--- src/design/abkf_pkg.sv ---
// Shared widths, register indexes and fixed point helpers for the angle/bias Kalman filter.
`default_nettype none
package abkf_pkg;
  localparam int W = 48;
  localparam int DT_BITS = 32;
  localparam logic signed [W-1:0] MAX48 = {1'b0, {(W-1){1'b1}}};
  localparam logic signed [W-1:0] MIN48 = {1'b1, {(W-1){1'b0}}};

  // register indexes
  localparam logic [2:0] REG_ANGLE_NOISE = 3'd0;
  localparam logic [2:0] REG_BIAS_NOISE  = 3'd1;
  localparam logic [2:0] REG_MEAS_NOISE  = 3'd2;
  localparam logic [2:0] REG_START_ANGLE = 3'd3;
  localparam logic [2:0] REG_START_BIAS  = 3'd4;

  // multiply request to the shared unit
  typedef struct packed {
    logic signed [W-1:0] a;
    logic signed [W-1:0] b;
    logic [5:0]          sh;
  } mul_req_t;

  // saturating add/sub of two 48-bit values
  function automatic logic signed [W-1:0] add_s(input logic signed [W-1:0] a,
                                                input logic signed [W-1:0] b);
    logic signed [W:0] s;
    s = {a[W-1], a} + {b[W-1], b};
    if (s > $signed({1'b0, MAX48})) return MAX48;
    if (s < $signed({1'b1, MIN48})) return MIN48;
    return s[W-1:0];
  endfunction

  function automatic logic signed [W-1:0] sub_s(input logic signed [W-1:0] a,
                                                input logic signed [W-1:0] b);
    logic signed [W:0] s;
    s = {a[W-1], a} - {b[W-1], b};
    if (s > $signed({1'b0, MAX48})) return MAX48;
    if (s < $signed({1'b1, MIN48})) return MIN48;
    return s[W-1:0];
  endfunction

  // sign and 49-bit magnitude to saturated 48-bit
  function automatic logic signed [W-1:0] signed_sat(input logic neg,
                                                     input logic [W:0] m);
    if (neg) begin
      if (m >= {2'b01, {(W-1){1'b0}}}) return MIN48;
      return -$signed(m[W-1:0]);
    end
    if (m > {2'b00, {(W-1){1'b1}}}) return MAX48;
    return m[W-1:0];
  endfunction
endpackage
`default_nettype wire

--- src/design/abkf_div.sv ---
// Restoring divider: (num << FRAC_BITS) / den, one quotient bit per cycle, saturated.
`default_nettype none
module abkf_div
  import abkf_pkg::*;
#(
  parameter int FRAC_BITS = 32
) (
  input  wire logic                clk,
  input  wire logic                rst_n,
  input  wire logic                start,
  input  wire logic signed [W-1:0] num,
  input  wire logic signed [W-1:0] den,
  output logic                     done,
  output logic signed [W-1:0]      quo
);
  localparam int NB = W + FRAC_BITS;
  localparam int CW = $clog2(NB + 1);
  logic [CW-1:0] cnt_r;
  logic          busy_r, done_r, neg_r, zero_r;
  logic [NB-1:0] sh_r;
  logic [W:0]    rem_r, ud_r;
  logic [W:0]    q_r;
  logic [W+1:0]  rtry;
  logic [W+1:0]  qtry;
  logic [W:0]    rnew, qnew;

  // one restoring step; quotient clamps at 2^48
  always_comb begin
    rtry = {rem_r, sh_r[NB-1]};
    qtry = {q_r, 1'b0};
    rnew = rtry[W:0];
    if (rtry >= {1'b0, ud_r}) begin
      rnew = (W+1)'(rtry - {1'b0, ud_r});
      qtry[0] = 1'b1;
    end
    if (qtry > {2'b01, {W{1'b0}}}) qnew = {1'b1, {W{1'b0}}};
    else qnew = qtry[W:0];
  end

  always_ff @(posedge clk) begin
    if (!rst_n) begin
      busy_r <= 1'b0;
      done_r <= 1'b0;
      cnt_r  <= '0;
    end else begin
      done_r <= 1'b0;
      if (start) begin
        busy_r <= 1'b1;
        cnt_r  <= CW'(NB - 1);
      end else if (busy_r) begin
        cnt_r <= cnt_r - 1'b1;
        if (cnt_r == '0) begin
          busy_r <= 1'b0;
          done_r <= 1'b1;
        end
      end
    end
    if (start) begin
      neg_r  <= num[W-1] ^ den[W-1];
      zero_r <= (den == '0);
      sh_r   <= {(num[W-1] ? W'(-num) : W'(num)), {FRAC_BITS{1'b0}}};
      ud_r   <= {1'b0, den[W-1] ? W'(-den) : W'(den)};
      rem_r  <= '0;
      q_r    <= '0;
    end else if (busy_r) begin
      sh_r  <= sh_r << 1;
      rem_r <= rnew;
      q_r   <= qnew;
    end
  end

  assign done = done_r;
  assign quo  = zero_r ? '0 : signed_sat(neg_r, q_r);
endmodule
`default_nettype wire

--- config.mk ---
export PLATFORM = sky130hd
export DESIGN_NAME = abkf_div
export DESIGN_NICKNAME = d
export VERILOG_FILES = /design/src/design/abkf_pkg.sv /design/src/design/abkf_div.sv
export SDC_FILE = /design/constraint.sdc
export NUM_CORES = 1
export LEC_CHECK = 0
export CAP_MARGIN = 20
export CORE_ASPECT_RATIO = 1.25
export CORE_UTILIZATION = 50
export CTS_CLUSTER_DIAMETER = 40
export CTS_CLUSTER_SIZE = 40
export DETAILED_ROUTE_END_ITERATION = 7
export DONT_BUFFER_PORTS = 1
export PLACE_DENSITY = 0.64
export SETUP_SLACK_MARGIN = 0.1
export SYNTH_ARGS = -nofsm -noshare
export SYNTH_HDL_FRONTEND = slang
export SYNTH_SLANG_ARGS = --single-unit
--- constraint.sdc ---
create_clock -name clk -period 4.5 [get_ports clk]
set_input_delay 0.675 -clock clk [delete_from_list [all_inputs] [get_ports clk]]
set_output_delay 0.675 -clock clk [all_outputs]
set_load 0.05 [all_outputs]
* Yosys cells after proc, flatten, opt, wreduce, memory -nomap -nowiden *
Cells that the tools add are included.

storage, ports and cells
  register bits = 205

operators by class
  order comparisons = 4
  reductions and logical operators = 5
  bitwise gates (word level) = 3
  $add $sub $neg = 5
  mux-type cells = 25

operator list
  operator                                                             number
  2-to-1 mux 48 bit                                                    8
  2-to-1 mux 80 bit                                                    2
  negation 48 bit                                                      3
  2-to-1 mux 49 bit                                                    2
  greater-or-equal comparator 50 x 48 -> 1 bit                         1
  greater-than comparator 50 x 49 -> 1 bit, second input constant      1
  greater-or-equal comparator 49 x 48 -> 1 bit, second input constant  1
  greater-than comparator 49 x 47 -> 1 bit, second input constant      1
  subtractor 49 x 48 -> 49 bit                                         1
  logical NOT 48 bit                                                   1
  2-to-1 mux 47 bit                                                    1
  2-to-1 mux 7 bit                                                     2
  2-to-1 mux 1 bit                                                     10
  logical NOT 7 bit                                                    1
  subtractor 7 x 1 -> 7 bit, second input constant                     1
  OR reduction 3 bit                                                   1
  NOT 1 bit                                                            2
  nonzero test 2 bit                                                   1
  OR reduction 2 bit                                                   1
  bitwise XOR 1 bit                                                    1

* Depth between registers and ports, before layout *
  depth after elaboration = 9
  depth in mapped cells = 14
  mapped depth without buffers = 12

* Least setup slack after synthesis *
OpenSTA, ideal clock, no wires.

  path kind = register to output
  from = register q_r[15]
  to = output quo[27]
  path slack = 0.218 ns
  data required time = 3.825 ns
  path buffers = 1
  arrival = 3.607 ns
  stages on the path, launching flop included = 8
  path through = dfxtp_1 buf_6 or4_4 or3_2 or3_1 or3_1 nand2b_1 a311oi_1

on the way
  cells in the longest elaborated chain, start to end = 9
  elaborated cells on any way between the ends = 13
  those cells by class = add/sub (1); order compare (2); mux (10)

RTL lines
  element                                       RTL line        source
  start, declared                               abkf_div.sv:22  logic [W:0] q_r;
  start signal, assigned                        abkf_div.sv:68  q_r <= qnew;
  greater-or-equal comparator 49 x 48 -> 1 bit  abkf_pkg.sv:46  if (m >= {2'b01, {(W-1){1'b0}}}) return MIN48;
  2-to-1 mux 1 bit                              abkf_pkg.sv:46
  2-to-1 mux 1 bit                              abkf_pkg.sv:45  if (neg) begin
  2-to-1 mux 48 bit                             abkf_pkg.sv:47  return -$signed(m[W-1:0]);
  2-to-1 mux 48 bit                             abkf_pkg.sv:45
  2-to-1 mux 48 bit                             abkf_pkg.sv:49  if (m > {2'b00, {(W-1){1'b1}}}) return MAX48;
  2-to-1 mux 48 bit                             abkf_pkg.sv:50  return m[W-1:0];
  2-to-1 mux 48 bit (*)                         abkf_pkg.sv:49
  2-to-1 mux 48 bit (*)                         abkf_div.sv:73  assign quo = zero_r ? '0 : signed_sat(neg_r, q_r);
  end, declared                                 abkf_div.sv:14  output logic signed [W-1:0] quo

Every way passes the cells marked *; elsewhere a longest branch is shown, timed or not. The select of a mux whose other input is x is not followed.

* Worst setup path in the final report *
  from = register q_r[7]
  to = output quo[31]

Same word-level chain as after synthesis.

==> metrics.csv <==
metric,value,unit
status,"finished, final reports clean",
start_util,51.40,%
tightest_slew,1.063,ns
place.detailed.hpwl,25160,um
fmax,0.2354,GHz
clockBufferDepth,3,
endpoint,quo[31],
grt_start_max_net_pins,193,
fin_nets,1811,
drive_above_1_share,14.11,%
die_area,29380,sq um
via_per_inst,6.045,
hold_viol_final,0,
finClkSkew,0.01466,ns
ys_seq_elements,205,
vias,12270,
synthFlopType,dfxtp_1,
syn_to_final_growth,11.53,%
power.density,391.9,nW/um^2
synthArstFlopShare,0,%
grt_pass1_wl,57600,um
drt_iter0_drc,711,
synth_area_per_cell,8.564,sq um
synth_area_leader_cell,edfxtp_1,
synth.area.top_cells,"edfxtp_1 21%, dfxtp_1 15%, a21oi_1 5.3%",
die_w,153.5,um
port_buffers,0,
pre_cts_ws,0.3249,ns
numCtsBuffers,29,
synth.top_cell.area_share,20.51,%
period_share,94.38,%
synth_cells,1675,
cts-root-buf,clkbuf_16,
mostFrequentLayoutCell,nor2_1,
netlist_area,14350,sq um
grt_remaining_overflow,0,
rsz0062_at_grt,yes,
coreArea,27910,sq um
ff2ff_path_depth,13,
r2r_start,sh_r[79]$_DFFE_PP_,
mostFrequentLayoutCells,"180 x nor2_1, 152 x a21oi_1, 122 x nand2_1",
ir_drop,0.3117,mV
boundaryPins,148,
clock_sinks,205,
critPathCaptureType,primary output,
critPathLaunchType,register,
cts_tree,built,
setup_tns,0,ns
seq_area_frac_synth,35.45,%
synth_edf_count,98,
drv_cap,0,
diodes,0,
leakagePower,6.335,nW
gp_congestion,0.9263,
setup_viol,0,
grtUsageTotal,23.73,%
period_needed,4.247,ns
crit_required,3.83,ns
drc_errors,0,
grt_pass1_vias,11580,
timing.rr.end,rem_r[45]$_SDFFE_PP0P_,
drv_slew,0,
r2r_slack,0.65,ns
clk_pin_slew_worst_paths,0.06,ns
drt_first_pass_iters,5,
die_h,191.4,um
fin_ws,0.2528,ns
cts-hold-fix-buffers,0,
syn_nets,1829,
cp-startpoint,q_r[7]$_SDFFE_PP0P_,
rows,68,
ant_nets,0,
holdCritPathClass,input pin to register,
crit_fanout,8,
antenna_found_initial,0,
yosys_warnings,0,
post_cts_buffers,0,
cts_max_level,1,
clkLatencyLatePin,0.56,ns
path_class,register to primary output,
ys_types,86,
routedWlPerCell,17.36,um
slew_headroom,29.01,%
worstPathArrival,3.57,ns
drt_wl_total,35250,um
-- logic make-up after synthesis --
group	after synthesis	share of synthesized area (%)
AOI/OAI and AO/OA	523	24.60
buffers and inverters	190	6.123
and+or+nand+nor	541	18.91
muxes	25	1.771
xor gates and xnor gates	136	8.304
DFF	205	35.45
adders and majority gates	55	4.850
-- critical path: stages (launching register included) --
cell and delay (ns):
dfxtp_2 0.36, or4_4 0.59, or4_4 0.54, or3_4 0.35, or3_4 0.36, nand2b_4 0.18, nor3_4 0.14, a21oi_1 0.09
o22ai_1 0.18, nor2_1 0.06, buf_4 0.19
-- sequential cells by signal (all words and copies together), names as in the netlist --
register / cells
done: 1
cnt_r: 7
ud_r: 48
sh_r: 48
q_r: 49
zero_r: 1
neg_r: 1
rem_r: 49
busy_r: 1
-- synthesized netlist by cell type, drive strengths merged, types with 48 or more instances --
library cell    n
edfxtp         98
nor2          183
dfxtp         107
a22o           48
nand2         124
xor2           60
o21ai          88
inv            81
ha             54
xnor2          76
clkbuf         90
a21oi         152
-- cell type report --
cell class	instances	area (sq um)
Inverter	81	304.0
Clock buffer	31	733.2
Multi-Input combinational cell	1280	8640
Sequential cell	205	5092
Clock inverter	23	316.6
Timing Repair Buffer	60	475.5
Fill cell	2532	11910
Tap cell	350	437.9
-- report_power, final --
group | internal, mW | leakage [nW] | total [mW] | switching (mW)
clock network | 1.43 | 0.503 | 2.41 | 0.979
registers | 2.13 | 1.84 | 2.22 | 0.0899
logic | 0.645 | 4.00 | 1.64 | 0.999
total | 4.20 | 6.33 | 6.27 | 2.07
-- per-stage QoR --
stage	hold WS, ns	util, %	cells	instance area [sq um]	total power, mW
6_report	0.2052	57.33	2030	16000	6.270
5_1_grt	0.1904	57.33	2030	16000	6.600
4_1_cts	0.1938	57.01	2029	15910	6.306
3_5_place_dp	0.4737	53.16	1975	14840	3.871
3_3_place_gp	0.4694	53.16	1975	14840	3.853
2_1_floorplan	0.4495	-	1675	14350	3.520
-- layer usage --
metal  wire, um  part of all wire, %  vias up  global-route usage (%)
li1           -                    -     6153                       -
met1      15770                   45     5764                   30.94
met2      17090                   48      298                   41.15
met3       1698                  4.8       56                   2.834
met4        684                  1.9        0                   6.923
met5          0                    0        -                       0
-- what timing repair did --
| action | in CTS | in global routing |
|---|---|---|
| pin swaps | 0 | 4 |
| endpoints found under the hold margin | 0 | 0 |
| setup endpoints to repair | 7 | 9 |
| gates resized for setup | 4 | 16 |
-- worst min path at each step --
stage,slack [ns],end,depth (start not counted),startpoint
finish,0.21,rem_r[40]$_SDFFE_PP0P_,1,start
global route,0.19,rem_r[38]$_SDFFE_PP0P_,1,start
CTS,0.19,rem_r[34]$_SDFFE_PP0P_,1,start
detailed placement,0.47,rem_r[21]$_SDFFE_PP0P_,2,rem_r[21]$_SDFFE_PP0P_
global placement,0.47,rem_r[48]$_SDFFE_PP0P_,2,rem_r[48]$_SDFFE_PP0P_
floorplan,0.45,rem_r[32]$_SDFFE_PP0P_,2,rem_r[32]$_SDFFE_PP0P_
(Power assumes the default switching activity.)
