===== src/design/abkf_pkg.sv =====
// Shared widths, register indexes and fixed point helpers for the angle/bias Kalman filter.
`default_nettype none
package abkf_pkg;
  localparam int W = 48;
  localparam int DT_BITS = 32;
  localparam logic signed [W-1:0] MAX48 = {1'b0, {(W-1){1'b1}}};
  localparam logic signed [W-1:0] MIN48 = {1'b1, {(W-1){1'b0}}};

  // register indexes
  localparam logic [2:0] REG_ANGLE_NOISE = 3'd0;
  localparam logic [2:0] REG_BIAS_NOISE  = 3'd1;
  localparam logic [2:0] REG_MEAS_NOISE  = 3'd2;
  localparam logic [2:0] REG_START_ANGLE = 3'd3;
  localparam logic [2:0] REG_START_BIAS  = 3'd4;

  // multiply request to the shared unit
  typedef struct packed {
    logic signed [W-1:0] a;
    logic signed [W-1:0] b;
    logic [5:0]          sh;
  } mul_req_t;

  // saturating add/sub of two 48-bit values
  function automatic logic signed [W-1:0] add_s(input logic signed [W-1:0] a,
                                                input logic signed [W-1:0] b);
    logic signed [W:0] s;
    s = {a[W-1], a} + {b[W-1], b};
    if (s > $signed({1'b0, MAX48})) return MAX48;
    if (s < $signed({1'b1, MIN48})) return MIN48;
    return s[W-1:0];
  endfunction

  function automatic logic signed [W-1:0] sub_s(input logic signed [W-1:0] a,
                                                input logic signed [W-1:0] b);
    logic signed [W:0] s;
    s = {a[W-1], a} - {b[W-1], b};
    if (s > $signed({1'b0, MAX48})) return MAX48;
    if (s < $signed({1'b1, MIN48})) return MIN48;
    return s[W-1:0];
  endfunction

  // sign and 49-bit magnitude to saturated 48-bit
  function automatic logic signed [W-1:0] signed_sat(input logic neg,
                                                     input logic [W:0] m);
    if (neg) begin
      if (m >= {2'b01, {(W-1){1'b0}}}) return MIN48;
      return -$signed(m[W-1:0]);
    end
    if (m > {2'b00, {(W-1){1'b1}}}) return MAX48;
    return m[W-1:0];
  endfunction
endpackage
`default_nettype wire


===== src/design/abkf_mul.sv =====
// Shared multiplier: 48x48 magnitude product in 24-bit partial products, floor shift, saturate.
`default_nettype none
module abkf_mul
  import abkf_pkg::*;
(
  input  wire logic                clk,
  input  wire logic                rst_n,
  input  wire logic                start,
  input  wire mul_req_t            req,
  output logic                     done,
  output logic signed [W-1:0]      res
);
  logic [1:0]  step_r, step_nxt;
  logic        busy_r, busy_nxt;
  logic        done_r;
  logic        fin_r;
  logic        neg_r;
  logic [5:0]  sh_r;
  logic [W-1:0] ma_r, mb_r;
  logic [2*W-1:0] acc_r, acc_nxt;
  logic [23:0] pa, pb;
  logic [47:0] pp;
  logic [2*W-1:0] pp_sh;
  logic [2*W-1:0] shv;
  logic [2*W-1:0] rmask;
  logic          rem_nz;
  logic [W:0]    q;
  logic signed [W-1:0] res_r, res_nxt;

  // one 24x24 partial product per cycle: lo*lo, lo*hi, hi*lo, hi*hi
  always_comb begin
    pa = step_r[1] ? ma_r[47:24] : ma_r[23:0];
    pb = step_r[0] ? mb_r[47:24] : mb_r[23:0];
    pp = pa * pb;
    pp_sh = {48'd0, pp} << (24 * (32'(step_r[1]) + 32'(step_r[0])));
  end

  // final shift and saturation
  always_comb begin
    shv = acc_r >> sh_r;
    rmask = ({{(2*W-1){1'b0}}, 1'b1} << sh_r) - 1'b1;
    rem_nz = |(acc_r & rmask);
    q = '0;
    if (|shv[2*W-1:W+1] || (shv[W:0] > {1'b1, {W{1'b0}}})) begin
      res_nxt = neg_r ? MIN48 : MAX48;
    end else begin
      q = shv[W:0] + {{W{1'b0}}, (neg_r && rem_nz)};
      res_nxt = signed_sat(neg_r, q);
    end
  end

  always_comb begin
    step_nxt = step_r;
    busy_nxt = busy_r;
    acc_nxt  = acc_r;
    if (busy_r) begin
      acc_nxt = acc_r + pp_sh;
      step_nxt = step_r + 2'd1;
      if (step_r == 2'd3) begin
        busy_nxt = 1'b0;
      end
    end
  end

  always_ff @(posedge clk) begin
    if (!rst_n) begin
      step_r <= '0;
      busy_r <= 1'b0;
      done_r <= 1'b0;
    end else begin
      step_r <= start ? 2'd0 : step_nxt;
      busy_r <= start ? 1'b1 : busy_nxt;
      done_r <= busy_r && (step_r == 2'd3);
    end
    if (start) begin
      neg_r <= req.a[W-1] ^ req.b[W-1];
      ma_r  <= req.a[W-1] ? W'(-req.a) : W'(req.a);
      mb_r  <= req.b[W-1] ? W'(-req.b) : W'(req.b);
      sh_r  <= req.sh;
      acc_r <= '0;
    end else begin
      acc_r <= acc_nxt;
    end
  end

  // result registered in the cycle after the last accumulate
  always_ff @(posedge clk) begin
    if (!rst_n) fin_r <= 1'b0;
    else fin_r <= done_r;
    if (done_r) res_r <= res_nxt;
  end
  assign done = fin_r;
  assign res  = res_r;
endmodule
`default_nettype wire


===== config.mk =====
export PLATFORM = sky130hd
export DESIGN_NAME = abkf_mul
export DESIGN_NICKNAME = d
export VERILOG_FILES = /design/src/design/abkf_pkg.sv /design/src/design/abkf_mul.sv
export SDC_FILE = /design/constraint.sdc
export NUM_CORES = 2
export LEC_CHECK = 0
export BUFFER_PORTS_ARGS = -buffer_cell sky130_fd_sc_hd__buf_2
export CAP_MARGIN = 10
export CORE_MARGIN = 2
export CORE_UTILIZATION = 60
export CTS_BUF_LIST = sky130_fd_sc_hd__clkbuf_16
export CTS_CLUSTER_SIZE = 10
export DETAILED_ROUTE_END_ITERATION = 8
export PLACE_DENSITY = 0.8
export SLEW_MARGIN = 20
export SYNTH_ARGS = -nofsm -noshare
export SYNTH_HDL_FRONTEND = slang
export SYNTH_SLANG_ARGS = --single-unit

===== constraint.sdc =====
create_clock -name clk -period 13.1 [get_ports clk]
set_input_delay 1.31 -clock clk [delete_from_list [all_inputs] [get_ports clk]]
set_output_delay 1.31 -clock clk [all_outputs]
set_load 0.02 [all_outputs]

Word level (Yosys, flattened, before mapping)

Index checks and enable logic that the tools add are counted.

Output and inout port bits: 49
Flip-flop bits (word level): 252
Input bits: 105
Word-level logic and storage cells: 61

Reductions and logical operators: 6
Shift-type cells: 3
Bitwise gates (word level): 3
Eq/ne operators: 1
Multiplexer cells: 23
Multipliers: 2
Add/sub/neg operators: 8
Magnitude comparators: 3

Operators by type and width:

| operator                                                        | number |
|---|---|
| 2-to-1 mux 48 bit                                               | 8 |
| negator 48 bit                                                  | 3 |
| adder 96 bit                                                    | 1 |
| AND 96 bit                                                      | 1 |
| OR reduction 96 bit                                             | 1 |
| left shift 1 x 6 -> 96 bit, first input constant                | 1 |
| left shift 48 x 7 -> 96 bit                                     | 1 |
| >> shifter 96 x 6 -> 96 bit                                     | 1 |
| subtractor 96 x 1 -> 96 bit, second input constant              | 1 |
| 2-to-1 mux 47 bit                                               | 2 |
| adder 49 x 1 -> 49 bit                                          | 1 |
| >= comparator 49 x 48 -> 1 bit, second input constant           | 1 |
| greater-than comparator 49 x 47 -> 1 bit, second input constant | 1 |
| greater-than comparator 49 bit, second input constant           | 1 |
| multiplier 24 x 24 -> 48 bit                                    | 1 |
| 2-to-1 mux 24 bit                                               | 2 |
| OR reduction 47 bit                                             | 1 |
| 2-to-1 mux 1 bit                                                | 11 |
| multiplier 2 x 2 -> 4 bit, first input constant                 | 1 |
| adder 1 x 1 -> 2 bit                                            | 1 |
| adder 2 x 1 -> 2 bit, second input constant                     | 1 |
| equality test 2 bit, second input constant                      | 1 |
| logical AND 1 bit                                               | 2 |
| OR reduction 2 bit                                              | 1 |
| other kinds (3)                                                 | 3 |

Logic depth before layout (Yosys ltp)

Word-level depth: 16
Depth in mapped cells: 51
Mapped depth without buffers: 46

Worst setup path before layout

No wires, ideal clock.

Path kind: reg2reg
Start point: reg step_r[0]
End point: reg acc_r[94]
Clock period less this slack: 12.349 ns
Required time: 12.978 ns
Slack: 0.751 ns
Library setup time: 0.122 ns
Buffers on the path: 5
Arrival: 12.227 ns
Stages on the path, launching flop included: 51
Cells stage by stage: dfxtp_1 clkbuf_1 clkbuf_1 clkbuf_1 mux2i_1 clkbuf_1 nor2_1 fa_1 fa_1 inv_1 fa_1 inv_1 fa_1 inv_1 fa_1 inv_1 fa_1 inv_1 [15 not listed] o21a_1 nor2_1 ha_1 clkbuf_1 a21o_1 a21o_1 a21oi_1 nor2b_1 or3_1 o211a_1 o21ai_0 o211ai_1 a21oi_1 a31oi_1 o41ai_1 a31oi_1 mux2_2 a311o_1

Cells in the longest elaborated chain, start to end: 4
Elaborated cells between the ends (all ways): 6
Classes of those cells: add/sub (2); mul (2); shift (1); mux (1)

RTL lines:

| element                                                                   | RTL line                       | text |
|---|---|---|
| from (decl)                                                               | abkf_mul.sv:13                 | `logic [1:0] step_r, step_nxt;` |
| from (signal assigned)                                                    | abkf_mul.sv:71                 | `step_r <= start ? 2'd0 : step_nxt;` |
| 2-to-1 mux 24 bit or adder 1 x 1 -> 2 bit (tied branches)                 | abkf_mul.sv:33, abkf_mul.sv:35 |  |
| multiplier 24 x 24 -> 48 bit or multiplier 2 x 2 -> 4 bit (tied branches) | abkf_mul.sv:34, abkf_mul.sv:35 |  |
| left shift 48 x 7 -> 96 bit *                                             | abkf_mul.sv:35                 | `pp_sh = {48'd0, pp} << (24 * (32'(step_r[1]) + 32'(step_r[0])));` |
| adder 96 bit *                                                            | abkf_mul.sv:57                 | `acc_nxt = acc_r + pp_sh;` |
| to (signal assigned)                                                      | abkf_mul.sv:82                 | `acc_r <= acc_nxt;` |
| to (decl)                                                                 | abkf_mul.sv:20                 | `logic [2*W-1:0] acc_r, acc_nxt;` |

Every way passes the cells marked *; elsewhere a longest branch is shown, timed or not.
A chain may end at the register's enable or synchronous reset.

Worst setup path after layout

Start point: reg step_r[1]
End point: reg acc_r[94]

Cells in the longest elaborated chain, start to end: 4
Elaborated cells between the ends (all ways): 6
Classes of those cells: add/sub (2); mul (2); shift (1); mux (1)

RTL lines:

| element                                                                   | RTL line |
|---|---|
| 2-to-1 mux 24 bit or adder 1 x 1 -> 2 bit (tied branches)                 | abkf_mul.sv:32, abkf_mul.sv:35 |
| multiplier 24 x 24 -> 48 bit or multiplier 2 x 2 -> 4 bit (tied branches) | abkf_mul.sv:34, abkf_mul.sv:35 |
| left shift 48 x 7 -> 96 bit *                                             | abkf_mul.sv:35 |
| adder 96 bit *                                                            | abkf_mul.sv:57 |

Marked as above.

==> summary.md <==
| Metric | Value |
|---|---|
| Status | `finished clean` |
| Crit path max-delay cell type | `fa_1` |
| Worst Setup Start Kind | `register` |
| Slew Limit Fails | `0` |
| Io pins | `154` |
| CTS tree | `done` |
| Overflow after GRT | `0` |
| Kind of critical path | `register to register` |
| Crit path buffers/inverters | `8` |
| Max Fclk | `0.07931 GHz` |
| Yosys cell types | `112` |
| Number of global-route vias before repair | `42944` |
| Port Buffer Count | `153` |
| Syn Inst Count | `5429` |
| Layout area overhead | `6.015%` |
| Clk slew on worst S/H paths | `80 ps` |
| GRT Total Usage | `0.4070` |
| Hold Crit Class | `register to register` |
| Initial Util | `0.6053` |
| Sequential-to-total area share from yosys stat | `0.1373` |
| CP Capture Type | `register` |
| Post-synth EDFFs | `151` |
| Final setup fails | `0` |
| Die area | `81840 um2` |
| Async SR Flop Fraction | `0` |
| Worst-Margin Slew | `1074 ps` |
| Synth area leader | `fa_1` |
| Most instantiated cells after synthesis | `634 x nor2_1, 615 x inv_1, 570 x nand2_1` |
| Remaining antenna violation count | `0` |
| Pin count of the biggest net entering global routing | `87` |
| Mean post-synth cell area | `8.794 um2` |
| Fin Setup TNS | `0 ps` |
| Unrepaired setup endpoints after global routing | `false` |
| Layout cells sized above 1 | `0.1317` |
| Metal-1 WL | `59180 um` |
| Hold path cells | `2` |
| Die Y-Extent | `286.1 um` |
| DR pass1 iterations | `6` |
| First-pass GRT wire length | `253900 um` |
| Most used DFF post-synth | `edfxtp_1` |
| Met2 wire len | `77460 um` |
| Cell family with most CP delay | `adder cells` |
| Synth Net Count | `6296` |
| Worst EP arrival | `13090 ps` |
| Clock Path Buffers | `3` |
| GPL Wtd Cong | `1.036` |
| R2R setup slack | `490 ps` |
| H-Tree Depth | `2` |
| Root Driver | `clkbuf_16` |
| Most frequent cell after synthesis | `nor2_1` |
| Hold endpoint | `acc_r[67]` |
| Synth top area cells | `fa_1 20%, edfxtp_1 9.5%, mux4_2 8.1%, ha_1 7.3%, nor2_1 5.0%` |
| Wire length on met3 | `16090 um` |
| Critical-path maximum fanout | `20` |
| R2r startpoint | `step_r[1]` |
| CTS sink count | `252` |
| Antenna violations before repair | `4` |
| Nets | `6313` |
| Max-cap violations | `0` |
| Clk_lat worst skew | `600 ps` |
| Post-Route WL | `167900 um` |
| Reg2reg end | `acc_r[94]` |
| Top cell type's share of synthesized area | `0.2025` |
| CTS Buf Count | `36` |
| Final hold violations | `0` |
| Synthesis-stage register bit count | `252` |
| Via count | `43461` |
| Mapped Area | `47740 um2` |
| Largest stage delay, worst path | `550 ps` |
| Final period util | `0.9625` |
| Core Box Area | `78870 um2` |
| CP required | `13580 ps` |
| Die width | `286.1 um` |
| Worst path most repeated cell | `fa_1` |
| Synth warn | `0` |
| Via-to-Cell Ratio | `6.662` |
| R2R depth | `47` |
| DR WL/cell | `25.74 um` |
| Minimum clock period | `12610 ps` |
| Headroom to the max-slew limit | `0.2841` |
| Placement Rows | `103` |
| Residual DRC | `0` |
| Iteration-0 DRC Markers | `5157` |
| HP Start | `acc_r[67]` |
| Max layer used | `met4` |
| Clock skew | `38.61 ps` |
| DP Wirelength | `133600 um` |
==> timing repair <==
action,CTS,global route
hold buffers,0,0
setup buffers,0,1
setup endpoints to repair,0,9
gates resized for setup,0,11
==> cell usage in the layout (no fill, tap or decap), drive strengths merged, types with 42 or more instances in the layout <==
| master | n |
|---|---|
| nor4 | 42 |
| o31ai | 50 |
| nor2 | 635 |
| mux4 | 179 |
| nand4 | 49 |
| nand2 | 571 |
| inv | 636 |
| a21o | 96 |
| edfxtp | 151 |
| a21oi | 240 |
| nor3 | 65 |
| xor2 | 58 |
| xnor2 | 206 |
| dfxtp | 101 |
| and2 | 44 |
| fa | 483 |
| buf | 283 |
| a22oi | 42 |
| nand3 | 91 |
| mux2i | 200 |
| ha | 279 |
| o21ai | 233 |
| mux2 | 129 |
==> how the worst max path moves through the flow <==
stage               startpoint  slack, ps  cells after the start        end
finish               step_r[1]        490                     47  acc_r[94]
CTS                  step_r[0]        230                     45  acc_r[95]
floorplan            step_r[0]        750                     50  acc_r[94]
global route         step_r[1]          9                     47  acc_r[94]
detailed placement   step_r[0]        330                     45  acc_r[95]
global placement     step_r[0]        530                     46  acc_r[95]
==> metrics by stage <==
stage	hold WS [ps]	area [um2]	utilization	setup slack, ps	instances
floorplan	484.0	47740	-	750.7	5429
global placement	552.5	49450	0.6270	533.9	6457
detailed placement	568.2	49450	0.6270	331.1	6457
CTS	576.5	50550	0.6410	231.1	6522
global route	610.7	50610	0.6417	8.563	6523
finish	583.1	50610	0.6417	490.6	6524
==> cell families after synthesis <==
family / after synthesis / share of synthesized area
AO/OA/AOI/OAI: 990 / 0.1365
XOR/XNOR: 264 / 0.04843
adder cells (fa/ha/maj): 762 / 0.2757
buffers and inverters: 927 / 0.07881
flip-flops: 252 / 0.1373
multiplexers: 508 / 0.1581
AND/OR/NAND/NOR: 1726 / 0.1652
==> worst min-delay path, cell delays in order (launching register included) <==
cell	delay (ps)
dfxtp_1	380
nand2_1	100
a21oi_1	60
==> area by class of cell <==
type                            count  area [um2]
Clock buffer                       36       900.9
Antenna cell                        1       2.502
Timing Repair Buffer              283        1793
Inverter                          623        2345
Tap cell                         1050        1314
Fill cell                        6667       28260
Sequential cell                   252        6569
Multi-Input combinational cell   4250       37490
Clock inverter                     29       198.9
==> registers in the layout, summed over array words and instances, names as in the netlist <==
| register | flops |
|---|---|
| step_r | 2 |
| sh_r | 6 |
| done | 1 |
| ma_r | 48 |
| busy_r | 1 |
| res | 48 |
| mb_r | 48 |
| acc_r | 96 |
| neg_r | 1 |
| done_r | 1 |
==> routing by layer <==
layer | vias up | GRT usage
li1 | 18916 | -
met1 | 20979 | 0.4772
met2 | 2775 | 0.6620
met3 | 791 | 0.08501
met4 | 0 | 0.3005
met5 | - | 0
Power is left out: the tool's default activity adds up to more than one toggle a clock period on the data nets, which glitch-free logic cannot reach.
